==> src/hw/rtl/rgba2bmp_pkg.sv <==
// Shared types, constants and header byte lookup for the RGBA to BMP encoder.
`timescale 1ns / 1ps

package rgba2bmp_pkg;

	localparam int CHAN_W     = 8;
	localparam int DIM_W      = 14;
	localparam int POS_W      = 13;
	localparam int CFG_IDX_W  = 1;
	localparam int STRIDE_W   = 15;
	localparam int SIZE_W     = 29;
	localparam int BYTE_IDX_W = 6;

	localparam logic [DIM_W-1:0] MAX_DIMENSION = 14'd8192;

	localparam logic [BYTE_IDX_W-1:0] HEADER_BYTES = 6'd54;
	localparam logic [7:0] INFO_SIZE   = 8'd40;
	localparam logic [7:0] BPP         = 8'd24;
	localparam logic [7:0] CHAR_B      = 8'h42;
	localparam logic [7:0] CHAR_M      = 8'h4D;

	typedef enum logic [CFG_IDX_W-1:0] {
		REG_WIDTH  = 1'b0,
		REG_HEIGHT = 1'b1
	} cfg_reg_t;

	typedef logic [DIM_W-1:0]  dim_t;
	typedef logic [SIZE_W-1:0] size_t;

	// zero acts as one, anything above the limit is clamped
	function automatic dim_t eff_dim(input dim_t v);
		dim_t r;
		r = v;
		if (v == '0)
			r = 14'd1;
		else if (v > MAX_DIMENSION)
			r = MAX_DIMENSION;
		return r;
	endfunction

	// byte k of the 54-byte file and info header
	function automatic logic [7:0] hdr_byte(input logic [BYTE_IDX_W-1:0] k,
		input dim_t w, input dim_t h, input size_t file_sz, input size_t data_sz);
		logic [31:0] f32;
		logic [31:0] d32;
		logic [15:0] w16;
		logic [15:0] h16;
		logic [7:0]  b;
		f32 = {{(32-SIZE_W){1'b0}}, file_sz};
		d32 = {{(32-SIZE_W){1'b0}}, data_sz};
		w16 = {{(16-DIM_W){1'b0}}, w};
		h16 = {{(16-DIM_W){1'b0}}, h};
		case (k)
			6'd0:  b = CHAR_B;
			6'd1:  b = CHAR_M;
			6'd2:  b = f32[7:0];
			6'd3:  b = f32[15:8];
			6'd4:  b = f32[23:16];
			6'd5:  b = f32[31:24];
			6'd10: b = {2'b00, HEADER_BYTES};
			6'd14: b = INFO_SIZE;
			6'd18: b = w16[7:0];
			6'd19: b = w16[15:8];
			6'd22: b = h16[7:0];
			6'd23: b = h16[15:8];
			6'd26: b = 8'd1;
			6'd28: b = BPP;
			6'd34: b = d32[7:0];
			6'd35: b = d32[15:8];
			6'd36: b = d32[23:16];
			6'd37: b = d32[31:24];
			default: b = 8'd0;
		endcase
		return b;
	endfunction

endpackage

==> src/hw/rtl/rgba2bmp_if.sv <==
// Handshake interfaces for the pixel input and the BMP byte output.
`timescale 1ns / 1ps

interface rgba2bmp_pixel_if import rgba2bmp_pkg::*; ();
	logic              valid;
	logic              ready;
	logic [CHAN_W-1:0] red;
	logic [CHAN_W-1:0] green;
	logic [CHAN_W-1:0] blue;
	logic [CHAN_W-1:0] alpha;

	modport source (output valid, red, green, blue, alpha, input ready);
	modport sink   (input valid, red, green, blue, alpha, output ready);
endinterface

interface rgba2bmp_byte_if import rgba2bmp_pkg::*; ();
	logic              valid;
	logic              ready;
	logic [CHAN_W-1:0] out_byte;
	logic              run_last;
	logic              file_end;

	modport source (output valid, out_byte, run_last, file_end, input ready);
	modport sink   (input valid, out_byte, run_last, file_end, output ready);
endinterface

==> src/hw/rtl/rgba_to_bmp24_stream_encoder.sv <==
// Top level: RGBA pixel stream in, 24-bit BMP byte stream out.
//
//  channel  dir  payload                          accepted when
//  pixel    in   red, green, blue, alpha          pixel.valid && pixel.ready
//  stream   out  out_byte, run_last, file_end     stream.valid && stream.ready
//  cfg      in   cfg_index, cfg_data              cfg_write
//
// One output byte per cycle while stream is ready: a pixel gives 3 bytes, plus
// 54 header bytes at the start of a frame and up to 3 pad bytes at a row end.
// A new pixel is taken in the cycle its predecessor's last byte moves to the
// output register. Reset (arst_n low) clears position, header flag and valids,
// and sets both dimensions to 1. A stall on stream holds the output register
// and the pixel in progress.
`timescale 1ns / 1ps

module rgba_to_bmp24_stream_encoder import rgba2bmp_pkg::*; (
	input  logic                 clk,
	input  logic                 arst_n,
	input  logic                 cfg_write,
	input  logic [CFG_IDX_W-1:0] cfg_index,
	input  logic [DIM_W-1:0]     cfg_data,
	rgba2bmp_pixel_if.sink       pixel,
	rgba2bmp_byte_if.source      stream
);

	dim_t width_q, height_q;
	logic [POS_W-1:0] col_q, row_q;
	logic hdr_sent_q;

	// item in progress
	logic              hold_v_s1;
	logic [CHAN_W-1:0] red_s1, green_s1, blue_s1, alpha_s1;
	logic              hdr_s1, row_end_s1, frame_s1;
	logic [1:0]        pad_s1;
	dim_t              w_s1, h_s1;
	logic [BYTE_IDX_W-1:0] k_q;
	size_t             data_q;

	// output register
	logic              out_v_q;
	logic [CHAN_W-1:0] out_byte_q;
	logic              run_last_q, file_end_q;

	dim_t w_eff, h_eff;
	logic row_end, frame_end;
	logic accept, adv, last;
	logic [BYTE_IDX_W-1:0] last_k, j;
	logic [STRIDE_W-1:0] stride;
	size_t file_sz;
	logic [CHAN_W-1:0] chan, comp, byte_nx;
	logic [2*CHAN_W-1:0] prod;
	logic [2*CHAN_W:0] rnd;

	always_ff @(posedge clk or negedge arst_n) begin
		if (!arst_n) begin
			width_q  <= 14'd1;
			height_q <= 14'd1;
		end else if (cfg_write) begin
			unique case (cfg_reg_t'(cfg_index))
				REG_WIDTH:  width_q  <= cfg_data;
				REG_HEIGHT: height_q <= cfg_data;
			endcase
		end
	end

	assign w_eff     = eff_dim(width_q);
	assign h_eff     = eff_dim(height_q);
	assign row_end   = ({1'b0, col_q} + 14'd1) >= w_eff;
	assign frame_end = row_end && (({1'b0, row_q} + 14'd1) >= h_eff);

	// byte sequencing of the held item
	assign last_k = (hdr_s1 ? 6'd56 : 6'd2) + (row_end_s1 ? {4'b0, pad_s1} : 6'd0);
	assign last   = (k_q == last_k);
	assign adv    = hold_v_s1 && (!out_v_q || stream.ready);
	assign pixel.ready = !hold_v_s1 || (adv && last);
	assign accept = pixel.valid && pixel.ready;

	assign j = hdr_s1 ? (k_q - HEADER_BYTES) : k_q;

	always_comb begin
		case (j[1:0])
			2'd0:    chan = blue_s1;
			2'd1:    chan = green_s1;
			default: chan = red_s1;
		endcase
	end

	// floor(p/255) for p = chan * alpha, at most 255*255
	assign prod = chan * alpha_s1;
	assign rnd  = {1'b0, prod} + {9'b0, prod[15:8]} + 17'd1;
	assign comp = rnd[15:8];

	assign file_sz = data_q + {{(SIZE_W-BYTE_IDX_W){1'b0}}, HEADER_BYTES};

	always_comb begin
		if (hdr_s1 && (k_q < HEADER_BYTES))
			byte_nx = hdr_byte(k_q, w_s1, h_s1, file_sz, data_q);
		else if (j < 6'd3)
			byte_nx = comp;
		else
			byte_nx = 8'd0;
	end

	// 3w plus pad, pad equals w mod 4
	assign stride = {w_s1, 1'b0} + {1'b0, w_s1} + {{(STRIDE_W-2){1'b0}}, w_s1[1:0]};

	always_ff @(posedge clk) begin
		data_q <= SIZE_W'(stride * h_s1);
	end

	always_ff @(posedge clk or negedge arst_n) begin
		if (!arst_n) begin
			col_q      <= '0;
			row_q      <= '0;
			hdr_sent_q <= 1'b0;
			hold_v_s1  <= 1'b0;
			k_q        <= '0;
			out_v_q    <= 1'b0;
		end else begin
			if (accept) begin
				hold_v_s1 <= 1'b1;
				k_q       <= '0;
				if (row_end) begin
					col_q <= '0;
					if (frame_end) begin
						row_q      <= '0;
						hdr_sent_q <= 1'b0;
					end else begin
						row_q      <= row_q + 13'd1;
						hdr_sent_q <= 1'b1;
					end
				end else begin
					col_q      <= col_q + 13'd1;
					hdr_sent_q <= 1'b1;
				end
			end else if (adv) begin
				if (last)
					hold_v_s1 <= 1'b0;
				else
					k_q <= k_q + 6'd1;
			end
			if (adv)
				out_v_q <= 1'b1;
			else if (stream.ready)
				out_v_q <= 1'b0;
		end
	end

	always_ff @(posedge clk) begin
		if (accept) begin
			red_s1     <= pixel.red;
			green_s1   <= pixel.green;
			blue_s1    <= pixel.blue;
			alpha_s1   <= pixel.alpha;
			hdr_s1     <= !hdr_sent_q;
			row_end_s1 <= row_end;
			frame_s1   <= frame_end;
			pad_s1     <= w_eff[1:0];
			w_s1       <= w_eff;
			h_s1       <= h_eff;
		end
		if (adv) begin
			out_byte_q <= byte_nx;
			run_last_q <= last;
			file_end_q <= last && frame_s1;
		end
	end

	assign stream.valid    = out_v_q;
	assign stream.out_byte = out_byte_q;
	assign stream.run_last = run_last_q;
	assign stream.file_end = file_end_q;

endmodule

==> src/flat_wrapper.sv <==
// flat-port wrapper written by rule: the top's interface ports become plain ports
module rgba_to_bmp24_stream_encoder_flat import rgba2bmp_pkg::*;
  (clk, arst_n, cfg_write, cfg_index, cfg_data, pixel_valid, pixel_red, pixel_green, pixel_blue, pixel_alpha, pixel_ready, stream_valid, stream_out_byte, stream_run_last, stream_file_end, stream_ready);
  rgba2bmp_pixel_if pixel_i ();
  rgba2bmp_byte_if stream_i ();
  input  logic clk;
  input  logic arst_n;
  input  logic cfg_write;
  input  logic [CFG_IDX_W-1:0] cfg_index;
  input  logic [DIM_W-1:0] cfg_data;
  input wire logic [$bits(pixel_i.valid)-1:0] pixel_valid;
  input wire logic [$bits(pixel_i.red)-1:0] pixel_red;
  input wire logic [$bits(pixel_i.green)-1:0] pixel_green;
  input wire logic [$bits(pixel_i.blue)-1:0] pixel_blue;
  input wire logic [$bits(pixel_i.alpha)-1:0] pixel_alpha;
  output wire logic [$bits(pixel_i.ready)-1:0] pixel_ready;
  output wire logic [$bits(stream_i.valid)-1:0] stream_valid;
  output wire logic [$bits(stream_i.out_byte)-1:0] stream_out_byte;
  output wire logic [$bits(stream_i.run_last)-1:0] stream_run_last;
  output wire logic [$bits(stream_i.file_end)-1:0] stream_file_end;
  input wire logic [$bits(stream_i.ready)-1:0] stream_ready;
  assign pixel_i.valid = pixel_valid;
  assign pixel_i.red = pixel_red;
  assign pixel_i.green = pixel_green;
  assign pixel_i.blue = pixel_blue;
  assign pixel_i.alpha = pixel_alpha;
  assign pixel_ready = pixel_i.ready;
  assign stream_valid = stream_i.valid;
  assign stream_out_byte = stream_i.out_byte;
  assign stream_run_last = stream_i.run_last;
  assign stream_file_end = stream_i.file_end;
  assign stream_i.ready = stream_ready;
  rgba_to_bmp24_stream_encoder u_core (.clk(clk), .arst_n(arst_n), .cfg_write(cfg_write), .cfg_index(cfg_index), .cfg_data(cfg_data), .pixel(pixel_i), .stream(stream_i));
endmodule
==> config.mk <==
export PLATFORM = sky130hd
export DESIGN_NAME = rgba_to_bmp24_stream_encoder_flat
export DESIGN_NICKNAME = d
export VERILOG_FILES = /design/src/hw/rtl/rgba2bmp_pkg.sv /design/src/hw/rtl/rgba2bmp_if.sv /design/src/hw/rtl/rgba_to_bmp24_stream_encoder.sv /design/src/flat_wrapper.sv
export SDC_FILE = /design/constraint.sdc
export NUM_CORES = 1
export LEC_CHECK = 0
export ABC_AREA = 0
export BUFFER_PORTS_ARGS = -buffer_cell sky130_fd_sc_hd__clkbuf_2
export CORE_MARGIN = 2
export CORE_UTILIZATION = 70
export DETAILED_ROUTE_END_ITERATION = 16
export PLACE_DENSITY_LB_ADDON = 0.1
export SYNTH_ARGS = -nofsm -noshare
export SYNTH_HDL_FRONTEND = slang
export SYNTH_SLANG_ARGS = --single-unit
==> constraint.sdc <==
create_clock -name clk -period 15.58 [get_ports clk]
set_clock_uncertainty 0.15 [all_clocks]
set_input_delay 1.558 -clock clk [delete_from_list [all_inputs] [get_ports clk]]
set_output_delay 1.558 -clock clk [all_outputs]
set_load 0.02 [all_outputs]
==> summary.md, run 1 <==
| Metric | Value |
|---|---|
| DR pass1 iterations | `5` |
| Final instance area | `0.0188 mm2` |
| RSZ-0062 raised after global routing | `false` |
| Antenna cell count | `0` |
| Syn_nets | `about 2300` |
| Detailed placement HPWL | `between 30000 and 40000 um` |
| Share of the synthesized area in the top cell type | `0.189` |
| Critical path class | `reg -> reg` |
| Crit-path most repeated cell | `fa_1` |
| Crit path largest cell delay | `0.51 ns` |
| Ys flop type | `edfxtp_1` |
| Max Freq | `about 110 MHz` |
| CTS tree | `done` |
| #FFs+latches synth | `163` |
| Status | `finished, final reports clean` |
| Initial detailed-routing violation count | `939` |
| Maximum number of pins on one net before global-route repair | `64` |
| GRT Util Overall | `0.333` |
| Layout Nets | `roughly 2300` |
| Register area share after synthesis | `0.244` |
| Area growth, synth to finish | `6.75%` |
| Req. time, crit path | `approximately 16 ns` |
| Final ANT Viol Nets | `0` |
| CTS Buffer Depth | `2` |
| H-tree levels | `4` |
| GR Overflow Total | `0` |
| Tightest Pin Transition | `between 1 and 1.5 ns` |
| PortBufs | `63` |
| Hold WS | `between 0.3 and 0.4 ns` |
| Ys Warns | `0` |
| Die extent in x | `around 160 um` |
| Post-CTS Setup Bufs | `0` |
| Slowest cell on crit path | `fa_1` |
| Max-Cap Viols | `0` |
| Die area | `between 0.02 and 0.03 mm2` |
| Worst Setup End Kind | `flip-flop` |
| Root Buffer | `clkbuf_16` |
| Post-route setup TNS | `0 ns` |
| Async S/R FF share, synth | `0.387` |
| Post-synth EDFFs | `73` |
| Sink Count | `approximately 160` |
| Clk slew on worst S/H paths | `about 0.07 ns` |
| Mapped cell area | `~0.018 mm2` |
| Post-cts sizing count | `0` |
| Die Y | `around 160 um` |
| Final WL | `around 42000 um` |
| Total number of vias | `about 13000` |
| Num rows | `58` |
| Initial antenna violation count | `0` |
| Worst min path class | `reg -> reg` |
| Fin. Hold Viols | `0` |
| I/O pins | `64` |
| Post-Synthesis Cells | `1844` |
| CP Launch Type | `flip-flop` |
| GPL Wtd Cong | `0.935` |
| Starting Density | `0.707` |
| Ratio of cells with drive above 1 in the final layout | `0.0833` |
| Post-route clock period utilization | `0.571` |
| Synthesized area per cell | `between 9 and 10 um2` |
| Final setup fails | `0` |
| Number of max-slew violations in the final report | `0` |
| Vias in the first global route | `~14000` |
| Placed cell area | `0.0182 mm2` |
| Slew Limit Headroom | `0.183` |
| Distinct cells, synth | `between 70 and 80` |
| Skew-Pair Late Insertion Delay | `0.44 ns` |
| Post-Layout Cell Count | `2214` |
| Wire length per cell | `19.1 um` |
| Min cycle time layout | `between 8 and 9 ns` |
| Fillcell total | `approximately 1800` |
| DR vias/cell | `between 6 and 7` |
| # DRC | `0` |
| Cell accounting for the most synthesized area | `fa_1` |
| Critical Path AT | `about 9 ns` |
| Placed insts | `2182` |
| CTS Hold Bufs | `0` |
| Flop2flop setup slack | `roughly 6.7 ns` |
| Largest cells by area after synthesis | `fa_1 (19%), ha_1 (14%), edfxtp_1 (12%)` |
| TritonCTS buffer count | `17` |
| Placeable Area | `between 0.02 and 0.025 mm2` |
| Worst-path maximum fanout | `14` |
| First-pass GRT wire length | `approximately 69000 um` |
-- cell usage in the layout (no fill, tap or decap), types with 40 or more instances in the layout --
cell / count
inv_1: 254
dfrtp_1: 61
ha_1: 193
nor2_1: 69
o21ai_0: 40
xnor2_1: 54
nand2_1: 160
clkbuf_2: 63
nand3_1: 46
and2_1: 110
a21oi_1: 60
edfxtp_1: 73
xor2_1: 50
nor2b_1: 55
fa_1: 167
-- metal layers --
layer | GRT usage | vias to the layer above | wire (um)
met5 | 0 | - | 0
met4 | 0.0990 | 0 | 896
met3 | 0.0596 | 75 | 3030
met2 | 0.552 | 498 | 20400
met1 | 0.450 | 6584 | 17900
li1 | - | 6261 | -
-- cell type report --
class                           count  area, um2  area share
Sequential cell                   163       4310       0.229
Inverter                          255        958      0.0509
Clock inverter                     15        201      0.0107
Multi-Input combinational cell   1357      12100       0.643
Timing Repair Buffer               77        420      0.0223
Clock buffer                       17        425      0.0226
Tap cell                          330        413      0.0219
-- state kept, by name, indices dropped and copies added, names as in the netlist --
name / cells
u_core.stream.out_byte: 8
u_core.row_q: 13
u_core.hdr_s1: 1
u_core.w_s1: 14
u_core.stream.file_end: 1
u_core.blue_s1: 8
u_core.k_q: 6
u_core.data_q: 27
u_core.col_q: 13
u_core.frame_s1: 1
u_core.red_s1: 8
u_core.stream.valid: 1
u_core.hold_v_s1: 1
u_core.row_end_s1: 1
u_core.width_q: 14
u_core.green_s1: 8
u_core.hdr_sent_q: 1
u_core.h_s1: 14
u_core.stream.run_last: 1
u_core.alpha_s1: 8
u_core.height_q: 14
-- worst max-delay path, delay by kind of cell (launching register included) --
kind	cells	cell delay, ns
buffers and inverters	2	0.18
XOR/XNOR	1	0.13
flip-flops	1	0.46
AND/OR/NAND/NOR	2	0.74
AO/OA/AOI/OAI	13	3.18
adder cells (fa/ha/maj)	10	3.98
-- logic make-up (layout without fill, tap and decap cells) --
family,after synthesis,count (layout),share of synthesized area
and+or+nand+nor,579,579,0.172
adders and majority gates,360,360,0.326
buffers and inverters,324,364,0.0696
AOI/OAI and AO/OA,272,272,0.110
DFF,163,163,0.244
xor gates and xnor gates,105,105,0.0529
muxes,41,41,0.0253
-- synth_stat cells (all sizes together) (10+ instances only) --
| cell type | count |
|---|---|
| a21o | 21 |
| nand2b | 26 |
| nand4 | 15 |
| dfrtp | 61 |
| mux2i | 12 |
| edfxtp | 73 |
| ha | 193 |
| nor2b | 55 |
| clkbuf | 60 |
| o21bai | 10 |
| dfxtp | 27 |
| and3 | 19 |
| mux2 | 29 |
| a21oi | 61 |
| fa | 167 |
| xor2 | 50 |
| o2bb2ai | 11 |
| and2 | 111 |
| a22oi | 13 |
| nor3 | 25 |
| xnor2 | 54 |
| nand3 | 46 |
| inv | 255 |
| nand2 | 161 |
| nor2 | 69 |
| o21ai | 45 |
-- through the flow --
| step | util | worst slack (ns) |
|---|---|---|
| floorplan | - | 7.65 |
| global placement | 0.729 | 7.06 |
| detailed placement | 0.729 | 6.83 |
| CTS | 0.755 | 6.78 |
| global route | 0.755 | 6.35 |
| finish | 0.755 | 6.68 |
-- path summary, 6_finish.rpt --
check,from,end,cells past startpoint
worst max-delay path,u_core.w_s1[2],u_core.data_q[25],28
worst min-delay path,u_core.hold_v_s1,u_core.stream.valid,1
worst max register to register,u_core.w_s1[2],u_core.data_q[25],28
worst min register to register,u_core.hold_v_s1,u_core.stream.valid,1
max in group asynchronous,arst_n,u_core.height_q[4],2
min in group asynchronous,arst_n,u_core.k_q[0],2
Power of run 1 is not shown: default switching activity piles up to over one toggle a cycle in this logic, so the estimate is an artifact.
==> run 2, diff against run 1 <==
- CORE_UTILIZATION: 70 -> 65
- clock period: 15.58 -> 8.3 ns (I/O delays scaled with it)
==> run 2 against run 1 <==
Effect of this change: routed wire length increased by 1.4%; first-iteration DRC count up 22%; via count increased by 0.42%; critical path depth grew 3; fmax increased by 12%; non-clock buffer count is 22 higher; final area up 1.4%; die area increased by 7.5%; register-to-register slack worse by 6.3 ns; core utilization shrank 4.2 points; worst setup slack worse by 6.3 ns; global-route usage is 2.3 points lower; critical path type unchanged.
==> summary.md, run 2 (synthesis results as in run 1) <==
| Metric | Value |
|---|---|
| Status | `finished, final reports clean (unchanged)` |
| H-tree levels | `4 (unchanged)` |
| Vias in the first global route | `13656 (was 13844)` |
| DR pass1 iterations | `9 (was 5)` |
| Detailed placement HPWL | `33500 um (was 33000 um)` |
| GR Overflow Total | `0 (unchanged)` |
| Critical R2R Capture | `u_core.data_q[22] (was u_core.data_q[25])` |
| Max FFs per register | `27 (unchanged)` |
| Crit-path most repeated cell | `fa_1 (unchanged)` |
| Worst R2R Path Depth | `31 (was 28)` |
| Worst-path maximum fanout | `6 (was 14)` |
| Total number of vias | `13474 (was 13418)` |
| Max Freq | `126 MHz (was 112 MHz)` |
| Ratio of cells with drive above 1 in the final layout | `0.101 (was 0.0833)` |
| CTS tree | `done (unchanged)` |
| GPL Wtd Cong | `0.943 (was 0.935)` |
| Flop2flop setup slack | `0.35 ns (was 6.68 ns)` |
| CTS Buffer Depth | `2 (unchanged)` |
| Hold Startpoint | `u_core.hdr_sent_q (was u_core.hold_v_s1)` |
| Placed cell area | `0.0184 mm2 (was 0.0182 mm2)` |
| Wire length per cell | `19.1 um (about the same)` |
| Tightest Pin Transition | `1.10 ns (was 1.22 ns)` |
| Initial antenna violation count | `0 (unchanged)` |
| Slowest cell on crit path | `fa_1 (unchanged)` |
| Placeable Area | `0.0268 mm2 (was 0.0250 mm2)` |
| Most flop-heavy register | `u_core.data_q (unchanged)` |
| Req. time, crit path | `8.51 ns (was 15.79 ns)` |
| Crit path largest cell delay | `0.53 ns (was 0.51 ns)` |
| Max-Cap Viols | `0 (unchanged)` |
| Die area | `0.0285 mm2 (was 0.0265 mm2)` |
| Min cycle time layout | `7.95 ns (was 8.90 ns)` |
| Area growth, synth to finish | `8.21% (was 6.75%)` |
| DR vias/cell | `6.00 (was 6.06)` |
| Final ANT Viol Nets | `0 (unchanged)` |
| Sink Count | `163 (unchanged)` |
| First-pass GRT wire length | `69500 um (was 69100 um)` |
| Most common cell after layout, fill and taps aside | `inv_1 (unchanged)` |
| Worst min path class | `reg -> reg (unchanged)` |
| I/O pins | `64 (unchanged)` |
| Hold depth | `2 (was 1)` |
| Die extent in x | `169 um (was 163 um)` |
| # DRC | `0 (unchanged)` |
| Number of max-slew violations in the final report | `0 (unchanged)` |
| Skew-Pair Late Insertion Delay | `0.44 ns (about the same)` |
| Initial detailed-routing violation count | `1143 (was 939)` |
| Root Buffer | `clkbuf_16 (unchanged)` |
| Critical R2R Launch | `u_core.w_s1[2] (unchanged)` |
| Most frequent cells in the layout | `inv_1 (254), ha_1 (193), fa_1 (166), nand2_1 (160), and2_1 (110) (was inv_1 (254), ha_1 (193), fa_1 (167), nand2_1 (160), and2_1 (110))` |
| Layout Nets | `2305 (was 2283)` |
| Slew Limit Headroom | `0.265 (was 0.183)` |
| Antenna cell count | `0 (unchanged)` |
| Critical path class | `reg -> reg (unchanged)` |
| Clk slew on worst S/H paths | `0.07 ns (about the same)` |
| PortBufs | `63 (unchanged)` |
| Final WL | `42800 um (was 42200 um)` |
| Starting Density | `0.658 (was 0.707)` |
| Worst Setup End Kind | `flip-flop (unchanged)` |
| Die Y | `169 um (was 163 um)` |
| GRT Util Overall | `0.310 (was 0.333)` |
| Num rows | `60 (was 58)` |
| TritonCTS buffer count | `17 (unchanged)` |
| Hold path endpoint | `u_core.hdr_sent_q (was u_core.stream.valid)` |
| Post-route clock period utilization | `0.958 (was 0.571)` |
| Maximum number of pins on one net before global-route repair | `95 (was 64)` |
| CTS Hold Bufs | `0 (unchanged)` |
| Fin. Hold Viols | `0 (unchanged)` |
| CP Launch Type | `flip-flop (unchanged)` |
| Final setup fails | `0 (unchanged)` |
| Critical Path AT | `8.16 ns (was 9.11 ns)` |
| Final instance area | `0.0191 mm2 (was 0.0188 mm2)` |
-- run 2: worst max-delay path: cells and delay by family (launching register included) --
kind                     cells  cell delay [ns]
AO/OA/AOI/OAI                9             1.72
XOR/XNOR                     2             0.24
adder cells (fa/ha/maj)     10             4.47
buffers and inverters        7             0.43
flip-flops                   1             0.43
AND/OR/NAND/NOR              3             0.41
-- run 2: repair_timing --
item	4_1_cts	5_1_grt
buffers inserted	1	3
setup endpoints to repair	4	10
pin swaps	0	6
resized for setup	3	18
-- run 2: per-stage QoR --
| stage | hold slack (ns) | instances | setup WS [ns] | setup TNS [ns] | util |
|---|---|---|---|---|---|
| floorplan | 0.298 | 1844 | 0.370 | 0 | - |
| global placement | 0.304 | 2211 | 0.0897 | 0 | 0.685 |
| detailed placement | 0.318 | 2211 | -0.0861 | -0.283 | 0.685 |
| CTS | 0.335 | 2244 | 0.00826 | 0 | 0.708 |
| global route | 0.377 | 2247 | -0.0213 | -0.0372 | 0.712 |
| finish | 0.331 | 2247 | 0.350 | 0 | 0.712 |
-- run 2: final cells by class --
class	instances	area [um2]
clock inverter	15	184
sequential	163	4310
timing repair buffer	99	589
clock buffer	17	425
multi-input combinational	1357	12200
inverter	255	958
fill	2060	7710
tap	341	427
-- run 2: how the worst max path moves through the flow --
stage | to | slack (ns) | depth (start not counted) | from
after global routing | u_core.data_q[22] | -0.02 | 31 | u_core.w_s1[2]
after global placement | u_core.data_q[25] | 0.09 | 28 | u_core.w_s1[3]
after detailed placement | u_core.data_q[26] | -0.09 | 28 | u_core.w_s1[2]
final | u_core.data_q[22] | 0.35 | 31 | u_core.w_s1[2]
after CTS | u_core.data_q[25] | 0.008 | 28 | u_core.w_s1[2]
after floorplan | u_core.data_q[25] | 0.37 | 27 | u_core.w_s1[2]
-- run 2: routing by layer --
metal | GRT usage | part of all wire | routed length, um
met1 | 0.417 | 0.43 | 18300
met2 | 0.508 | 0.47 | 20200
met3 | 0.0666 | 0.072 | 3090
met4 | 0.0900 | 0.027 | 1140
met5 | 0 | 0 | 0
Power of run 2 is left out for the same reason.
==> run 3, diff against run 2 <==
- CORE_UTILIZATION: 65 -> 70
- clock period: 8.3 -> 9.5 ns (I/O delays scaled with it)
==> run 3 against run 2 <==
Effect of this change: global-route usage up 2.2 points; fmax down 8.3%; worst hold slack gained 0.0061 ns; via count is essentially flat; register-to-register slack better by 0.48 ns; first-iteration DRC count fell by 13%; cell count shrank 1.4%; routed wire length down 2.1%.
==> summary.md, run 3 (synthesis results as in run 1) <==
| Metric | Value |
|---|---|
| Most flop-heavy register | `u_core.data_q (unchanged)` |
| Tightest Pin Transition | `1.22 ns (was 1.10 ns)` |
| Post-cts sizing count | `0 (was 3)` |
| Crit-path most repeated cell | `fa_1 (unchanged)` |
| Vias in the first global route | `13755 (was 13656)` |
| Worst R2R Path Depth | `28 (was 31)` |
| Most frequent cells in the layout | `inv_1 (254), ha_1 (193), fa_1 (167), nand2_1 (160), and2_1 (110) (was inv_1 (254), ha_1 (193), fa_1 (166), nand2_1 (160), and2_1 (110))` |
| Sink Count | `163 (unchanged)` |
| Critical path class | `reg -> reg (unchanged)` |
| Worst min path class | `reg -> reg (unchanged)` |
| Flop2flop setup slack | `0.83 ns (was 0.35 ns)` |
| Slew Limit Headroom | `0.187 (was 0.265)` |
| Clk slew on worst S/H paths | `0.07 ns (about the same)` |
| Largest delay share family, worst path | `adder cells (unchanged)` |
| Critical R2R Capture | `u_core.data_q[25] (was u_core.data_q[22])` |
| Most common cell after layout, fill and taps aside | `inv_1 (unchanged)` |
| Starting Density | `0.707 (was 0.658)` |
| Root Buffer | `clkbuf_16 (unchanged)` |
| Placeable Area | `0.0250 mm2 (was 0.0268 mm2)` |
| Antenna cell count | `0 (unchanged)` |
| Initial antenna violation count | `1 (was 0)` |
| CTS Buffer Depth | `2 (unchanged)` |
| Die extent in x | `163 um (was 169 um)` |
| Multi-input logic area | `0.0121 mm2 (was 0.0122 mm2)` |
| Post-CTS Setup Bufs | `0 (was 1)` |
| Post-route setup TNS | `0 ns (unchanged)` |
| Max Freq | `115 MHz (was 126 MHz)` |
| RSZ-0062 raised after global routing | `false` |
| Status | `finished, final reports clean (unchanged)` |
| Die area | `0.0265 mm2 (was 0.0285 mm2)` |
| Area growth, synth to finish | `6.77% (was 8.21%)` |
| Fin. Hold Viols | `0 (unchanged)` |
| Die Y | `163 um (was 169 um)` |
| Crit path largest cell delay | `0.53 ns (about the same)` |
| Slowest cell on crit path | `fa_1 (unchanged)` |
| Skew-Pair Late Insertion Delay | `0.44 ns (about the same)` |
| Hold depth | `1 (was 2)` |
| Maximum number of pins on one net before global-route repair | `64 (was 95)` |
| Layout Nets | `2284 (was 2305)` |
| Sequential cell area | `0.00431 mm2 (unchanged)` |
| Max-Cap Viols | `0 (unchanged)` |
| Critical R2R Launch | `u_core.w_s1[2] (unchanged)` |
| DR vias/cell | `6.09 (was 6.00)` |
| Num rows | `58 (was 60)` |
| Worst Setup End Kind | `flip-flop (unchanged)` |
| Final setup fails | `0 (unchanged)` |
| Total number of vias | `13486 (was 13474)` |
| Post-route clock period utilization | `0.912 (was 0.958)` |
| CTS Hold Bufs | `0 (unchanged)` |
| GRT Util Overall | `0.332 (was 0.310)` |
| Ratio of cells with drive above 1 in the final layout | `0.0838 (was 0.101)` |
| # DRC | `0 (unchanged)` |
| CTS tree | `done (unchanged)` |
| TritonCTS buffer count | `17 (unchanged)` |
| Number of max-slew violations in the final report | `0 (unchanged)` |
| Final ANT Viol Nets | `0 (unchanged)` |
| H-tree levels | `4 (unchanged)` |
| Initial detailed-routing violation count | `990 (was 1143)` |
| Critical path buffer and inverter count | `2 (was 7)` |
| Fillcell total | `1775 (was 2060)` |
| Max FFs per register | `27 (unchanged)` |
| GR Overflow Total | `0 (unchanged)` |
| Min cycle time layout | `8.67 ns (was 7.95 ns)` |
| Hold path endpoint | `u_core.stream.valid (was u_core.hdr_sent_q)` |
| PortBufs | `63 (unchanged)` |
| DR pass1 iterations | `8 (was 9)` |
| CP Launch Type | `flip-flop (unchanged)` |
| Final WL | `41900 um (was 42800 um)` |
| First-pass GRT wire length | `69100 um (was 69500 um)` |
| Req. time, crit path | `9.71 ns (was 8.51 ns)` |
| Worst-path maximum fanout | `9 (was 6)` |
| GPL Wtd Cong | `0.915 (was 0.943)` |
| Hold Startpoint | `u_core.hold_v_s1 (was u_core.hdr_sent_q)` |
| Wire length per cell | `18.9 um (was 19.1 um)` |
| Critical Path AT | `8.88 ns (was 8.16 ns)` |
| Detailed placement HPWL | `32700 um (was 33500 um)` |
| I/O pins | `64 (unchanged)` |
[run 3: layout make-up]
class	count	share of cell area
multi-input combinational	1357	0.643
sequential	163	0.229
inverter	255	0.0509
timing repair buffer	78	0.0227
clock buffer	17	0.0226
tap	330	0.0219
clock inverter	15	0.0104
[run 3: through the flow]
stage	setup slack (ns)	util	hold slack, ns	std cells	instance area [um2]
2_1_floorplan	1.57	-	0.298	1844	17600
3_3_place_gp	1.06	0.730	0.305	2183	18200
3_5_place_dp	0.889	0.730	0.322	2183	18200
4_1_cts	0.901	0.755	0.341	2215	18800
5_1_grt	0.376	0.755	0.366	2215	18800
6_report	0.835	0.755	0.337	2215	18800
[run 3: worst max-delay path by stage]
stage                   startpoint           endpoint  slack [ns]  cells past startpoint
finish              u_core.w_s1[2]  u_core.data_q[25]        0.83                     28
floorplan           u_core.w_s1[2]  u_core.data_q[25]        1.57                     27
CTS                 u_core.w_s1[2]  u_core.data_q[25]        0.90                     28
global route        u_core.w_s1[2]  u_core.data_q[28]        0.38                     28
global placement    u_core.w_s1[2]  u_core.data_q[25]        1.06                     28
detailed placement  u_core.w_s1[2]  u_core.data_q[25]        0.89                     28
[run 3: metal layers]
| metal | GRT usage | up-vias | wire length, um |
|---|---|---|---|
| li1 | - | 6270 | - |
| met5 | 0 | - | 0 |
| met3 | 0.0759 | 70 | 3530 |
| met2 | 0.547 | 513 | 20000 |
| met1 | 0.442 | 6633 | 17500 |
| met4 | 0.0933 | 0 | 922 |
Power of run 3 is left out for the same reason.
